**src/sv/kfrl_pkg.sv**
```systemverilog
// ---------------------------------------------------------------------------
// kfrl_pkg: shared types and constants
// Function codes, register indexes, queue entry type and FNV-1a constants.
// ---------------------------------------------------------------------------
`default_nettype none
package kfrl_pkg;
    localparam logic [1:0] FUNC_QUERY  = 2'd0;
    localparam logic [1:0] FUNC_RECORD = 2'd1;
    localparam logic [1:0] FUNC_CLEAR  = 2'd2;

    localparam logic [0:0] REG_FAIL_THRESHOLD = 1'b0;
    localparam logic [0:0] REG_WINDOW_SECONDS = 1'b1;

    localparam logic [31:0] FNV_BASIS = 32'd2166136261;
    localparam logic [31:0] FNV_PRIME = 32'd16777619;
    localparam logic [31:0] FAIL_MAX  = 32'hFFFF_FFFF;
    localparam logic [15:0] WINDOW_FALLBACK = 16'd600;

    typedef struct packed {
        logic [1:0]  func;
        logic [63:0] lookup_key;
        logic [31:0] now_seconds;
        logic [31:0] hash;
    } kfrl_cmd_t;
endpackage
`default_nettype wire

```
**src/sv/kfrl_queue.sv**
```systemverilog
// ---------------------------------------------------------------------------
// kfrl_queue: command queue
// Two-entry FIFO between the hash front and the table engine.
// ---------------------------------------------------------------------------
`default_nettype none
module kfrl_queue (
    input  wire logic              aclk,
    input  wire logic              aresetn,
    input  wire logic              wr_valid,
    output logic                   wr_ready,
    input  wire kfrl_pkg::kfrl_cmd_t wr_data,
    output logic                   rd_valid,
    input  wire logic              rd_ready,
    output kfrl_pkg::kfrl_cmd_t    rd_data
);
    import kfrl_pkg::*;

    kfrl_cmd_t  mem_reg [2];
    logic       wptr_reg, rptr_reg;
    logic [1:0] cnt_reg;
    logic       do_wr, do_rd;

    assign wr_ready = (cnt_reg != 2'd2);
    assign rd_valid = (cnt_reg != 2'd0);
    assign rd_data  = mem_reg[rptr_reg];
    assign do_wr    = wr_valid && wr_ready;
    assign do_rd    = rd_valid && rd_ready;

    always_ff @(posedge aclk) begin
        if (do_wr) mem_reg[wptr_reg] <= wr_data;
        if (!aresetn) begin
            wptr_reg <= 1'b0;
            rptr_reg <= 1'b0;
            cnt_reg  <= '0;
        end else begin
            if (do_wr) wptr_reg <= ~wptr_reg;
            if (do_rd) rptr_reg <= ~rptr_reg;
            cnt_reg <= cnt_reg + {1'b0, do_wr} - {1'b0, do_rd};
        end
    end
endmodule
`default_nettype wire

```
**config.mk**
```make
export PLATFORM = sky130hd
export DESIGN_NAME = kfrl_queue
export DESIGN_NICKNAME = d
export VERILOG_FILES = /design/src/sv/kfrl_pkg.sv /design/src/sv/kfrl_queue.sv
export SDC_FILE = /design/constraint.sdc
export NUM_CORES = 1
export LEC_CHECK = 0
export ABC_AREA = 1
export ABC_CLOCK_PERIOD_IN_PS = 16500
export BUFFER_PORTS_ARGS = -buffer_cell sky130_fd_sc_hd__buf_2
export CAP_MARGIN = 15
export CORE_ASPECT_RATIO = 0.75
export CORE_UTILIZATION = 45
export DETAILED_ROUTE_END_ITERATION = 10
export PLACE_DENSITY = 0.73
export SYNTH_ARGS = -nofsm -noshare
export SYNTH_HDL_FRONTEND = slang
export SYNTH_SLANG_ARGS = --single-unit
export TNS_END_PERCENT = 10
```
**constraint.sdc**
```tcl
create_clock -name aclk -period 16.5 [get_ports aclk]
set_input_delay 3.3 -clock aclk [delete_from_list [all_inputs] [get_ports aclk]]
set_output_delay 3.3 -clock aclk [all_outputs]
set_load 0.005 [all_outputs]
```
==> metrics.txt <==
# TYPE chip_impl_metric gauge
chip_impl_info{name="status",value="finished clean"} 1
chip_impl_info{name="hold_start",value="rptr_reg"} 1
chip_impl_metric{name="grt_start_max_net_pins",unit=""} 77
chip_impl_info{name="synth.most_common_cell",value="sky130_fd_sc_hd__edfxtp_1"} 1
chip_impl_metric{name="initial_utilization",unit="%"} 46.8
chip_impl_info{name="critical_path.top_delay_family",value="buffers and inverters"} 1
chip_impl_metric{name="floorplan.core_area",unit="sq um"} 20600
chip_impl_info{name="critical_path_class",value="flop to output port"} 1
chip_impl_metric{name="worst_ir_drop_vdd",unit="uV"} 77.9
chip_impl_metric{name="std_cell_rows",unit=""} 45
chip_impl_metric{name="crit_path_max_fanout",unit=""} 76
chip_impl_metric{name="synthesis.instances",unit=""} 440
chip_impl_metric{name="clk_pin_slew",unit="ns"} 0.06
chip_impl_info{name="yosys.area.top_type",value="sky130_fd_sc_hd__edfxtp_1"} 1
chip_impl_metric{name="slew_violations",unit=""} 0
chip_impl_metric{name="worstPathArrival",unit="ns"} 2.85
chip_impl_metric{name="post-route-cell-area",unit="sq um"} 11900
chip_impl_metric{name="path_buf_inv",unit=""} 2
chip_impl_metric{name="timing.final.crit_period",unit="ns"} 6.15
chip_impl_metric{name="synth-edff-count",unit=""} 260
chip_impl_metric{name="timing_hold_violations_final",unit=""} 0
chip_impl_info{name="synth_top_family_by_area",value="multiplexers"} 1
chip_impl_metric{name="post_cts_buffers",unit=""} 0
chip_impl_metric{name="drt_first_pass_iters",unit=""} 4
chip_impl_metric{name="place.gp.congestion",unit=""} 0.754
chip_impl_metric{name="area_after_dpl",unit="sq um"} 11200
chip_impl_metric{name="dp_hpwl",unit="um"} 12000
chip_impl_info{name="min-delay-path-class",value="flop to flop"} 1
chip_impl_metric{name="p_leak",unit="nW"} 4.45
chip_impl_metric{name="nNetsFinal",unit=""} 858
chip_impl_metric{name="detailroute.via_count",unit=""} 4993
chip_impl_metric{name="muxShareOfSynthArea",unit="%"} 15.2
chip_impl_metric{name="fin_cells",unit=""} 1020
chip_impl_info{name="postSynth.topFlopCell",value="sky130_fd_sc_hd__edfxtp_1"} 1
chip_impl_metric{name="slowest_delay",unit="ns"} 0.83
chip_impl_metric{name="global_route_wire_length_before_repair",unit="um"} 27000
chip_impl_metric{name="areaGrowthSynthToFinish",unit="%"} 23.8
chip_impl_info{name="clock_tree_from_tritoncts",value="done"} 1
chip_impl_info{name="crit_path_cell_trace",value="buf_4 -> mux2_2 -> buf_2"} 1
chip_impl_info{name="clock_tree.root_cell",value="sky130_fd_sc_hd__clkbuf_16"} 1
chip_impl_metric{name="post_synth_fa_ha_maj_area_fraction",unit="%"} 0.259
chip_impl_metric{name="fin_crit_sh",unit="%"} 37.3
chip_impl_metric{name="drc",unit=""} 0
chip_impl_metric{name="met2_usage",unit="%"} 26.6
chip_impl_metric{name="layout-drive-gt1-share",unit="%"} 58.9
chip_impl_metric{name="post_synth_and_or_nand_nor_area_fraction",unit="%"} 0.817
chip_impl_metric{name="vias_per_cell",unit=""} 4.90
chip_impl_metric{name="ctsHtreeMaxLevel",unit=""} 1
chip_impl_metric{name="fmaxAchievable",unit="MHz"} 163
chip_impl_metric{name="chipHeight",unit="um"} 129
chip_impl_metric{name="insertion_delay",unit="ns"} 0.51
chip_impl_metric{name="number_of_buffers_inserted_by_hold_repair_at_cts",unit=""} 0
chip_impl_metric{name="globalRouteMet1Util",unit="%"} 21.1
chip_impl_metric{name="largest_reg_flops",unit=""} 260
chip_impl_metric{name="top_level_ports",unit=""} 266
chip_impl_metric{name="cts_resized",unit=""} 0
chip_impl_metric{name="dr.first_iter.drc_count",unit=""} 318
chip_impl_metric{name="finalSetupTns",unit="ns"} 0
chip_impl_metric{name="cts.sinks",unit=""} 265
chip_impl_metric{name="wl_cell",unit="um"} 17.8
chip_impl_metric{name="fp.dieW",unit="um"} 171
chip_impl_metric{name="max_slew_margin",unit="%"} 32.6
chip_impl_metric{name="syn_area",unit="sq um"} 9650
chip_impl_metric{name="yosysTopAreaCellShare",unit="%"} 80.9
chip_impl_metric{name="syn-mean-instance-area",unit="sq um"} 21.9
chip_impl_info{name="worst_r2r_startpoint",value="cnt_reg[0]"} 1
chip_impl_metric{name="routed_wl",unit="um"} 18100
chip_impl_info{name="setup.worst_path.end_class",value="output port"} 1
chip_impl_metric{name="worstPathRequired",unit="ns"} 13.20
chip_impl_metric{name="overall_fraction_of_global_route_tracks_in_use",unit="%"} 16.1
chip_impl_info{name="grt_setup_unrepaired",value="no"} 1
chip_impl_metric{name="postRouteAntennaNets",unit=""} 0
chip_impl_metric{name="ys_seq_elements",unit=""} 265
chip_impl_metric{name="cts-root-to-sink-buffers",unit=""} 3
chip_impl_metric{name="synth.net_count",unit=""} 576
chip_impl_info{name="cp-start-kind",value="flop"} 1
chip_impl_metric{name="hold_slack",unit="ns"} 0.535
chip_impl_metric{name="worst-slew-pin-transition",unit="ns"} 1.01
chip_impl_metric{name="port-buffer-count",unit=""} 265
chip_impl_metric{name="fin_util",unit="%"} 58.0
chip_impl_metric{name="synth_compound_area_share",unit="%"} 0.104
chip_impl_metric{name="synth.yosys.seq_area_share",unit="%"} 82.0
chip_impl_info{name="synth_area_leaders",value="sky130_fd_sc_hd__edfxtp_1 81%, sky130_fd_sc_hd__mux2_2 15%, sky130_fd_sc_hd__buf_6 1.2%, sky130_fd_sc_hd__dfxtp_1 1.0%, sky130_fd_sc_hd__nand2_1 0.35%"} 1
chip_impl_metric{name="synth.lib_cells_used.distinct",unit=""} 12
chip_impl_info{name="cp_max_stage_cell",value="sky130_fd_sc_hd__buf_4"} 1
chip_impl_metric{name="ys_async_sr_fraction",unit="%"} 0
chip_impl_metric{name="design.die.area",unit="sq um"} 22000
chip_impl_metric{name="via_count_of_the_first_global_routing_pass",unit=""} 5103
chip_impl_metric{name="cap_viol_max_count",unit=""} 0
chip_impl_metric{name="worst_clock_skew",unit="ns"} 0.0134
chip_impl_metric{name="grt-ovfl-total",unit=""} 0
chip_impl_metric{name="pwr_dens",unit="nW/um^2"} 146
chip_impl_metric{name="yosys.area_share.xor_xnor",unit="%"} 0
chip_impl_metric{name="setup_viol_count_final",unit=""} 0
chip_impl_metric{name="grtUsageMet3",unit="%"} 4.40
chip_impl_info{name="grt_busiest_layer",value="met2"} 1
chip_impl_metric{name="synth.yosys.warnings",unit=""} 0
chip_impl_metric{name="numPlacedInstances",unit=""} 977
chip_impl_info{name="ys_top_cells_by_count",value="260 x sky130_fd_sc_hd__edfxtp_1, 130 x sky130_fd_sc_hd__mux2_2, 10 x sky130_fd_sc_hd__buf_6, 9 x sky130_fd_sc_hd__nand2_1, 8 x sky130_fd_sc_hd__nor2_1"} 1
chip_impl_metric{name="cts_buffers",unit=""} 25
chip_impl_metric{name="grt_antenna_before_repair",unit=""} 1
[metal layers]
metal,vias up,share of wire (%),wire length [um]
met5,-,0,0
met4,0,2.1,385
met3,26,8.7,1580
met2,217,47,8550
met1,2453,42,7610
li1,2297,-,-
[cell usage in the layout (no fill, tap or decap), types with 2 or more instances in the layout]
cell / count
sky130_fd_sc_hd__ha_1: 2
sky130_fd_sc_hd__edfxtp_1: 260
sky130_fd_sc_hd__clkinv_2: 5
sky130_fd_sc_hd__nand3_1: 3
sky130_fd_sc_hd__mux2_2: 130
sky130_fd_sc_hd__dfxtp_1: 4
sky130_fd_sc_hd__clkbuf_1: 9
sky130_fd_sc_hd__clkbuf_16: 25
sky130_fd_sc_hd__nor2_1: 7
sky130_fd_sc_hd__nand2_1: 9
sky130_fd_sc_hd__buf_2: 265
sky130_fd_sc_hd__inv_1: 6
sky130_fd_sc_hd__buf_4: 4
sky130_fd_sc_hd__a21oi_1: 2
[final timing paths]
kind,depth (start not counted),end,slack (ns)
worst min register to register,2,flop,0.53
worst min-delay path,2,flop,0.53
worst max-delay path,3,rd_data[36],10.35
worst max register to register,5,mem_reg[1][109],13.85
[final cells by class]
class	count	area, sq um
Fill cell	1578	8660
Sequential cell	265	7910
Multi-Input combinational cell	154	1590
Timing Repair Buffer	269	1360
Clock buffer	34	659
Tap cell	282	353
Clock inverter	8	46.3
Inverter	7	28.8
Antenna cell	1	2.50
[kinds of logic after synthesis]
group,count (synthesis)
flops,265
mux,130
buf+inv,21
simple gates,20
compound gates,2
fa+ha+maj,2
[where the power goes]
group          total, mW  internal [mW]  leakage, nW  switching, mW
Combinational      0.350          0.177         1.64          0.173
Clock              0.502          0.279        0.348          0.223
Sequential         0.889          0.853         2.47         0.0362
Total               1.74           1.31         4.45          0.433
[worst reg2reg max path, stage by stage (launching register included)]
cell and delay (ns):
sky130_fd_sc_hd__dfxtp_1 0.36, sky130_fd_sc_hd__inv_1 0.07, sky130_fd_sc_hd__nand2_1 0.17, sky130_fd_sc_hd__nand3_1 0.17
sky130_fd_sc_hd__inv_4 0.64, sky130_fd_sc_hd__buf_4 0.83
[through the flow]
step | power [mW] | worst slack, ns
after CTS | 1.77 | 10.27
final | 1.74 | 10.35
after detailed placement | 1.26 | 10.82
after global routing | 1.83 | 10.16
after global placement | 1.24 | 10.90
after floorplan | 1.12 | 7.11
Power figures use the tool's default switching activity.
