## src/sv/kfrl_pkg.sv

```systemverilog
// ---------------------------------------------------------------------------
// kfrl_pkg: shared types and constants
// Function codes, register indexes, queue entry type and FNV-1a constants.
// ---------------------------------------------------------------------------
`default_nettype none
package kfrl_pkg;
    localparam logic [1:0] FUNC_QUERY  = 2'd0;
    localparam logic [1:0] FUNC_RECORD = 2'd1;
    localparam logic [1:0] FUNC_CLEAR  = 2'd2;

    localparam logic [0:0] REG_FAIL_THRESHOLD = 1'b0;
    localparam logic [0:0] REG_WINDOW_SECONDS = 1'b1;

    localparam logic [31:0] FNV_BASIS = 32'd2166136261;
    localparam logic [31:0] FNV_PRIME = 32'd16777619;
    localparam logic [31:0] FAIL_MAX  = 32'hFFFF_FFFF;
    localparam logic [15:0] WINDOW_FALLBACK = 16'd600;

    typedef struct packed {
        logic [1:0]  func;
        logic [63:0] lookup_key;
        logic [31:0] now_seconds;
        logic [31:0] hash;
    } kfrl_cmd_t;
endpackage
`default_nettype wire

```

## src/sv/kfrl_front.sv

```systemverilog
// ---------------------------------------------------------------------------
// kfrl_front: input stage and key hash
// Accepts an item, hashes its key one byte per cycle, pushes it to the queue.
// ---------------------------------------------------------------------------
`default_nettype none
module kfrl_front (
    input  wire logic              aclk,
    input  wire logic              aresetn,
    input  wire logic              in_valid,
    output logic                   in_ready,
    input  wire logic [1:0]        in_func,
    input  wire logic [63:0]       in_key,
    input  wire logic [31:0]       in_now,
    output logic                   q_valid,
    input  wire logic              q_ready,
    output kfrl_pkg::kfrl_cmd_t    q_data
);
    import kfrl_pkg::*;

    typedef enum logic [1:0] {S_IDLE, S_HASH, S_PUSH} state_t;
    state_t      state_reg;
    logic [2:0]  byte_reg;
    logic [31:0] hash_reg;
    logic [31:0] hash_mix;
    logic [1:0]  func_reg;
    logic [63:0] key_reg;
    logic [31:0] now_reg;
    logic [7:0]  cur_byte;

    always_comb begin
        cur_byte = key_reg[{~byte_reg, 3'b000} +: 8];
        hash_mix = (hash_reg ^ {24'd0, cur_byte}) * FNV_PRIME;
    end

    assign in_ready = (state_reg == S_IDLE);
    assign q_valid  = (state_reg == S_PUSH);
    assign q_data   = '{func: func_reg, lookup_key: key_reg, now_seconds: now_reg,
                        hash: hash_reg};

    always_ff @(posedge aclk) begin
        if (!aresetn) begin
            state_reg <= S_IDLE;
            byte_reg  <= '0;
        end else begin
            unique case (state_reg)
                S_IDLE: if (in_valid) begin
                    func_reg  <= in_func;
                    key_reg   <= in_key;
                    now_reg   <= in_now;
                    hash_reg  <= FNV_BASIS;
                    byte_reg  <= '0;
                    state_reg <= S_HASH;
                end
                S_HASH: begin
                    hash_reg <= hash_mix;
                    byte_reg <= byte_reg + 3'd1;
                    if (byte_reg == 3'd7) state_reg <= S_PUSH;
                end
                S_PUSH: if (q_ready) state_reg <= S_IDLE;
                default: state_reg <= S_IDLE;
            endcase
        end
    end
endmodule
`default_nettype wire

```

## config.mk

```make
export PLATFORM = sky130hd
export DESIGN_NAME = kfrl_front
export DESIGN_NICKNAME = d
export VERILOG_FILES = /design/src/sv/kfrl_pkg.sv /design/src/sv/kfrl_front.sv
export SDC_FILE = /design/constraint.sdc
export NUM_CORES = 1
export LEC_CHECK = 0
export BUFFER_PORTS_ARGS = -buffer_cell sky130_fd_sc_hd__clkbuf_2
export CORE_ASPECT_RATIO = 1.1
export CORE_MARGIN = 2
export CORE_UTILIZATION = 60
export DETAILED_ROUTE_END_ITERATION = 12
export GPL_ROUTABILITY_DRIVEN = 0
export PLACE_DENSITY = 0.95
export REMOVE_ABC_BUFFERS = 1
export SETUP_SLACK_MARGIN = 0.4
export SLEW_MARGIN = 30
export SYNTH_ARGS = -nofsm -noshare
export SYNTH_HDL_FRONTEND = slang
export SYNTH_SLANG_ARGS = --single-unit
```

## constraint.sdc

```tcl
create_clock -name aclk -period 10.5 [get_ports aclk]
set_input_delay 1.05 -clock aclk [delete_from_list [all_inputs] [get_ports aclk]]
set_output_delay 1.05 -clock aclk [all_outputs]
set_load 0.1 [all_outputs]
```

==> qor.yml, run 1 <==
outcome: "completed"
start_util_pct: 61.7
regArea_um2: 4010
fin_crit_sh_pct: 68.4
slew_headroom_pct: 36.1
dr.pass1.iters: 8
hold_buffers: 0
die_h_um: 143
drc: 0
cts-htree-levels: 4
cts-resized-gates: 0
slew_viol_final: 0
grt_max_degree: 86
period_minus_slack_ps: 7180
top_level_ports: 234
layout-drive-gt1-share_pct: 26.6
clock_sinks: 135
ys_warn_count: 0
worstSetupPathDepth: 20
synth_ff_type: "edfxtp_1"
hpwl_um: 23000
core_um2: 17100
ys_types: 59
required_ps: 10810
cap_violations: 0
timing.rr.end: "hash_reg[30]$_SDFFCE_PN0P_"
nNetsFinal: 1469
r2r-start: "byte_reg[1]$_SDFFE_PN0P_"
route.detailed.wl_per_inst_um: 24.1
finalHoldViolCount: 0
skew_ps: 11.5
r2r_slack_ps: 3320
fmax_ghz: 0.139
insertion_delay_ps: 440
root_buffer: "clkbuf_16"
drtAntennaViolNets: 0
min_from: "state_reg[0]$_SDFFE_PN0P_"
cts_buffer_depth: 2
hold_ws_ps: 642
async_flop_share_pct: 0
cp_num_buf_inv: 2
synth-seq-cells: 135
hold_class: "flop to flop"
min_path_cells: 2
synth_edf_count: 130
num_antenna_cells: 0
crit_slowest_cell: "dfxtp_1"
clk_pin_slew_ps: 70
cts_setup_buffers: 0
seq_area_frac_synth_pct: 37.8
cpMostUsedCell: "ha_1"
rsz0062_at_grt: "no"
dieArea_um2: 18700
grt_pass1_wl_um: 48900
crit_family: "adder cells"
grt-ovfl-total: 0
whs_endpoint: "state_reg[0]$_SDFFE_PN0P_"
setup_viol: 0
drt_iter0_markers: 915
routed_wl_um: 32600
max_stage_delay_ps: 880
worst-path-max-fanout: 18
fillers: 1043
grt_usage_pct: 36.1
avgViaCountPerCell: 6.02
crit_type: "flop to flop"
r2r_cells: 20
grt_antenna_before_repair: 2
num_vias: 8151
worstPathCellList: "mux4_2 -> mux2i_1 -> xnor2_1 -> ha_1 -> ha_1 -> fa_1 -> ha_1 -> fa_1 -> ha_1 -> inv_1 -> fa_1 -> inv_1 -> ha_1 -> nand4_1 -> nor2b_1 -> a211oi_2 -> nor3b_1 -> o2111ai_1 -> a2111o_1 -> nand3_1"
avgSynthCellArea_um2: 12.3
worst_slew_pin_slew_ps: 951
cts_buffers: 17
multiInputGateArea_um2: 5790
synth_area_um2: 10600
syn_inst: 863
syn2layout_area_growth_pct: 19.6
cts_tree: "done"
port_buffers: 233
die-width_um: 131
start_kind: "flop"
fin_setup_tns_ps: 0
num_rows: 50
first_global_vias: 9037
cp-end-kind: "flop"
cp.arrival_ps: 7490
largest_reg_flops: 64
==> cell families after synthesis <==
group | count (synthesis) | synth area share [%]
AO/OA/AOI/OAI | 83 | 5.34
XOR/XNOR | 43 | 3.76
adder cells (fa/ha/maj) | 259 | 35.9
buffers and inverters | 208 | 7.49
flip-flops | 135 | 37.8
multiplexers | 26 | 4.47
AND/OR/NAND/NOR | 109 | 5.24
==> tightest hold or removal path: cells and delay by family, from the launching register on <==
family,cells,cell delay [ps]
DFF,1,360
and+or+nand+nor,2,250
==> metal layers <==
layer  up-vias  wire [um]  track usage [%]
li1       3445          -                -
met1      3883      10300             38.3
met2       619      16300             61.3
met3       202       3280             10.9
met4         2       2750             24.7
met5         -          7                0
==> cell usage after synthesis, drive strengths merged (2+ instances only) <==
library cell	instances	share of area, %
a211oi	2	0.19
and2	12	0.71
nor4	3	0.18
a22oi	2	0.14
ha	185	22
o211ai	3	0.21
or2	3	0.18
fa	74	14
a21o	7	0.50
nand4	4	0.24
o22a	2	0.17
o2111ai	3	0.25
a21oi	27	1.3
nand2	24	0.85
o21bai	3	0.21
o21ai	12	0.57
nand2b	4	0.24
nor3	8	0.38
o21a	2	0.14
buf	5	0.28
a311oi	2	0.22
mux4	16	3.4
edfxtp	130	37
clkbuf	6	0.22
a31oi	3	0.18
a31o	3	0.25
mux2i	10	1.1
and3	12	0.71
nor2b	8	0.47
xor2	14	1.2
nand3	4	0.19
dfxtp	5	0.95
xnor2	28	2.4
a311o	2	0.19
nor2	23	0.82
inv	197	7.0
==> layout by cell type (no fill, tap or decap), drive strengths merged, types with 5 or more instances in the layout <==
| cell | count |
|---|---|
| edfxtp | 130 |
| nand2 | 24 |
| ha | 185 |
| mux2i | 10 |
| nor2b | 8 |
| inv | 206 |
| clkbuf | 250 |
| a21o | 7 |
| xnor2 | 28 |
| dfxtp | 5 |
| a21oi | 27 |
| mux4 | 16 |
| fa | 74 |
| and2 | 12 |
| nor2 | 23 |
| nor3 | 8 |
| and3 | 12 |
| o21ai | 12 |
| xor2 | 14 |
==> stage by stage <==
step	instances	util, %	setup slack [ps]	cell area [um^2]
floorplan	852	-	4060	10500
global placement	1323	70.1	3590	12000
detailed placement	1323	70.2	3720	12000
CTS	1355	73.8	3430	12700
global route	1355	73.8	3070	12700
finish	1355	73.8	3320	12700
==> worst max-delay path by stage <==
| stage | to | from |
|---|---|---|
| after floorplan | hash_reg[22]$_SDFFCE_PN0P_ | byte_reg[0]$_SDFFE_PN0P_ |
| after global placement | hash_reg[23]$_SDFFCE_PN0P_ | byte_reg[0]$_SDFFE_PN0P_ |
| after detailed placement | hash_reg[23]$_SDFFCE_PN0P_ | byte_reg[1]$_SDFFE_PN0P_ |
| after CTS | hash_reg[30]$_SDFFCE_PN0P_ | byte_reg[0]$_SDFFE_PN0P_ |
| after global routing | hash_reg[30]$_SDFFCE_PN0P_ | byte_reg[0]$_SDFFE_PN0P_ |
| final | hash_reg[30]$_SDFFCE_PN0P_ | byte_reg[1]$_SDFFE_PN0P_ |
==> cell type report <==
type	instances	share of cell area [%]
Clock inverter	15	1.58
Inverter	197	5.84
Multi-Input combinational cell	520	45.8
Clock buffer	17	3.36
Timing Repair Buffer	237	9.48
Sequential cell	135	31.6
Tap cell	234	2.31
Power of run 1 is not shown: default switching activity piles up to over one toggle a cycle in this logic, so the estimate is an artifact.
==> run 2, diff against run 1 <==
--- a/config.mk
+++ b/config.mk
@@ -5,13 +5,14 @@
 export SDC_FILE = /design/constraint.sdc
 export NUM_CORES = 1
 export LEC_CHECK = 0
+export ABC_AREA = 1
 export BUFFER_PORTS_ARGS = -buffer_cell sky130_fd_sc_hd__clkbuf_2
 export CORE_ASPECT_RATIO = 1.1
 export CORE_MARGIN = 2
-export CORE_UTILIZATION = 60
+export CORE_UTILIZATION = 57
 export DETAILED_ROUTE_END_ITERATION = 12
 export GPL_ROUTABILITY_DRIVEN = 0
-export PLACE_DENSITY = 0.95
+export PLACE_DENSITY = 0.93
 export REMOVE_ABC_BUFFERS = 1
 export SETUP_SLACK_MARGIN = 0.4
 export SLEW_MARGIN = 30
==> constraint.sdc (replaced) <==
create_clock -name aclk -period 6.75 [get_ports aclk]
set_input_delay 0.675 -clock aclk [delete_from_list [all_inputs] [get_ports aclk]]
set_output_delay 0.675 -clock aclk [all_outputs]
set_load 0.1 [all_outputs]
==> qor.yml, run 2 <==
timing.final.ws_setup_ps: 643
cts-htree-levels: 4
nNetsFinal: 1746
rsz0062_at_grt: "no"
num_rows: 53
root_buffer: "clkbuf_16"
cts_buffers: 17
fin_crit_sh_pct: 90.5
pre_cts_ws_ps: 611
ys_warn_count: 0
synth_most_common_cell: "inv_1"
drtAntennaViolNets: 0
cap_violations: 0
regArea_um2: 4000
grt_pass1_wl_um: 49200
synth-seq-cells: 135
hold_class: "input pin to flop"
grt_usage_pct: 31.6
grt_antenna_before_repair: 1
hold_buffers: 0
fmax_ghz: 0.164
worst-path-max-fanout: 18
port_buffers: 233
async_flop_share_pct: 0
slew_headroom_pct: 49.1
cts-resized-gates: 0
avgViaCountPerCell: 5.64
largest_reg_flops: 64
cts_buffer_depth: 2
synth_area_um2: 11200
avgSynthCellArea_um2: 9.80
layout-drive-gt1-share_pct: 21.5
period_minus_slack_ps: 6110
multiInputGateArea_um2: 6110
synthDominantCellAreaShare_pct: 35.0
core_um2: 19200
crit_type: "flop to flop"
synth_ff_type: "edfxtp_1"
cts_setup_buffers: 0
start_util_pct: 58.2
die-width_um: 137
grt-ovfl-total: 0
cp-end-kind: "flop"
cts_tree: "done"
synth_top_cell_by_area: "edfxtp_1"
dieArea_um2: 20700
outcome: "completed"
insertion_delay_ps: 430
synth_area_leaders: "edfxtp_1 (35%), ha_1 (21%), fa_1 (13%)"
first_global_vias: 9943
final_cell_mix: "inv_1 (261), clkbuf_2 (233), ha_1 (185), nand2_1 (157), edfxtp_1 (130)"
routed_wl_um: 31500
grt_max_degree: 65
ys_types: 41
syn_inst: 1138
layout_commonest_cell: "inv_1"
drt_iter0_markers: 879
drc: 0
route.detailed.wl_per_inst_um: 19.1
hpwl_um: 25500
die_h_um: 151
clock_sinks: 135
skew_ps: 7.03
seq_area_frac_synth_pct: 35.9
fillers: 1283
setup_viol: 0
required_ps: 6920
cp.arrival_ps: 6280
start_kind: "flop"
synth_edf_count: 130
finalHoldViolCount: 0
top_level_ports: 234
slew_viol_final: 0
synth_common_cells: "inv_1 (261), ha_1 (185), nand2_1 (157)"
dr.pass1.iters: 8
clk_pin_slew_ps: 70
worst_slew_pin_slew_ps: 764
syn2layout_area_growth_pct: 18.8
num_vias: 9291
run 2: final timing paths:
kind                                  start                          to  slack, ps  cells past startpoint
hold reg to reg   state_reg[1]$_SDFFE_PN0P_   state_reg[1]$_SDFFE_PN0P_        700                      4
setup / recovery   byte_reg[0]$_SDFFE_PN0P_  hash_reg[19]$_SDFFCE_PN1P_        640                     25
hold / removal                    in_key[1]        key_reg[1]$_DFFE_PP_        420                      1
setup reg to reg   byte_reg[0]$_SDFFE_PN0P_  hash_reg[19]$_SDFFCE_PN1P_        640                     25
run 2: routing by layer:
layer	global-route usage, %	wire, um	vias to the layer above
met5	0	0	-
met2	55.7	16400	592
met3	9.87	3140	141
met1	32.9	10200	4345
li1	-	-	4213
met4	18.0	1750	0
run 2: critical path, cell delays in order (launching register included):
cell and delay, ps:
dfxtp_1 450, buf_4 280, nor2_1 90, nor2_1 100, o21ai_1 90, o211ai_1 100, nand2_1 180, xnor2_4 370
ha_1 310, ha_1 310, fa_1 460, ha_1 230, fa_1 440, ha_1 280, inv_1 50, fa_1 540
inv_1 50, ha_1 340, inv_1 110, o21bai_1 100, a21boi_0 320, nand3_1 170, inv_1 130, o21bai_1 90
a21oi_1 140, o21ai_0 110
run 2: area by class of cell:
type / instances / share of cell area [%]
sequential: 135 / 30.2
antenna: 2 / 0.0378
clock inverter: 15 / 1.35
clock buffer: 17 / 3.21
inverter: 262 / 7.44
multi-input combinational: 727 / 46.1
timing repair buffer: 242 / 9.31
tap: 247 / 2.33
run 2: logic make-up (layout without fill, tap and decap cells):
kind of cell / count (synthesis) / count (layout) / synth area share (%)
AOI/OAI and AO/OA: 139 / 139 / 7.15
xor gates and xnor gates: 15 / 15 / 1.51
adders and majority gates: 259 / 259 / 34.0
buffers and inverters: 276 / 536 / 9.70
DFF: 135 / 135 / 35.9
other: 0 / 2 / 0
and+or+nand+nor: 314 / 314 / 11.7
run 2: through the flow:
stage | util, % | TNS, ps | cells | hold slack [ps] | area [um^2]
CTS | 69.0 | 0 | 1645 | 412 | 13200
floorplan | - | -395870 | 1124 | 571 | 11100
global route | 69.1 | 0 | 1645 | 404 | 13200
global placement | 65.8 | 0 | 1613 | 641 | 12600
detailed placement | 65.8 | 0 | 1613 | 651 | 12600
finish | 69.2 | 0 | 1647 | 415 | 13300
Power of run 2 is left out for the same reason.
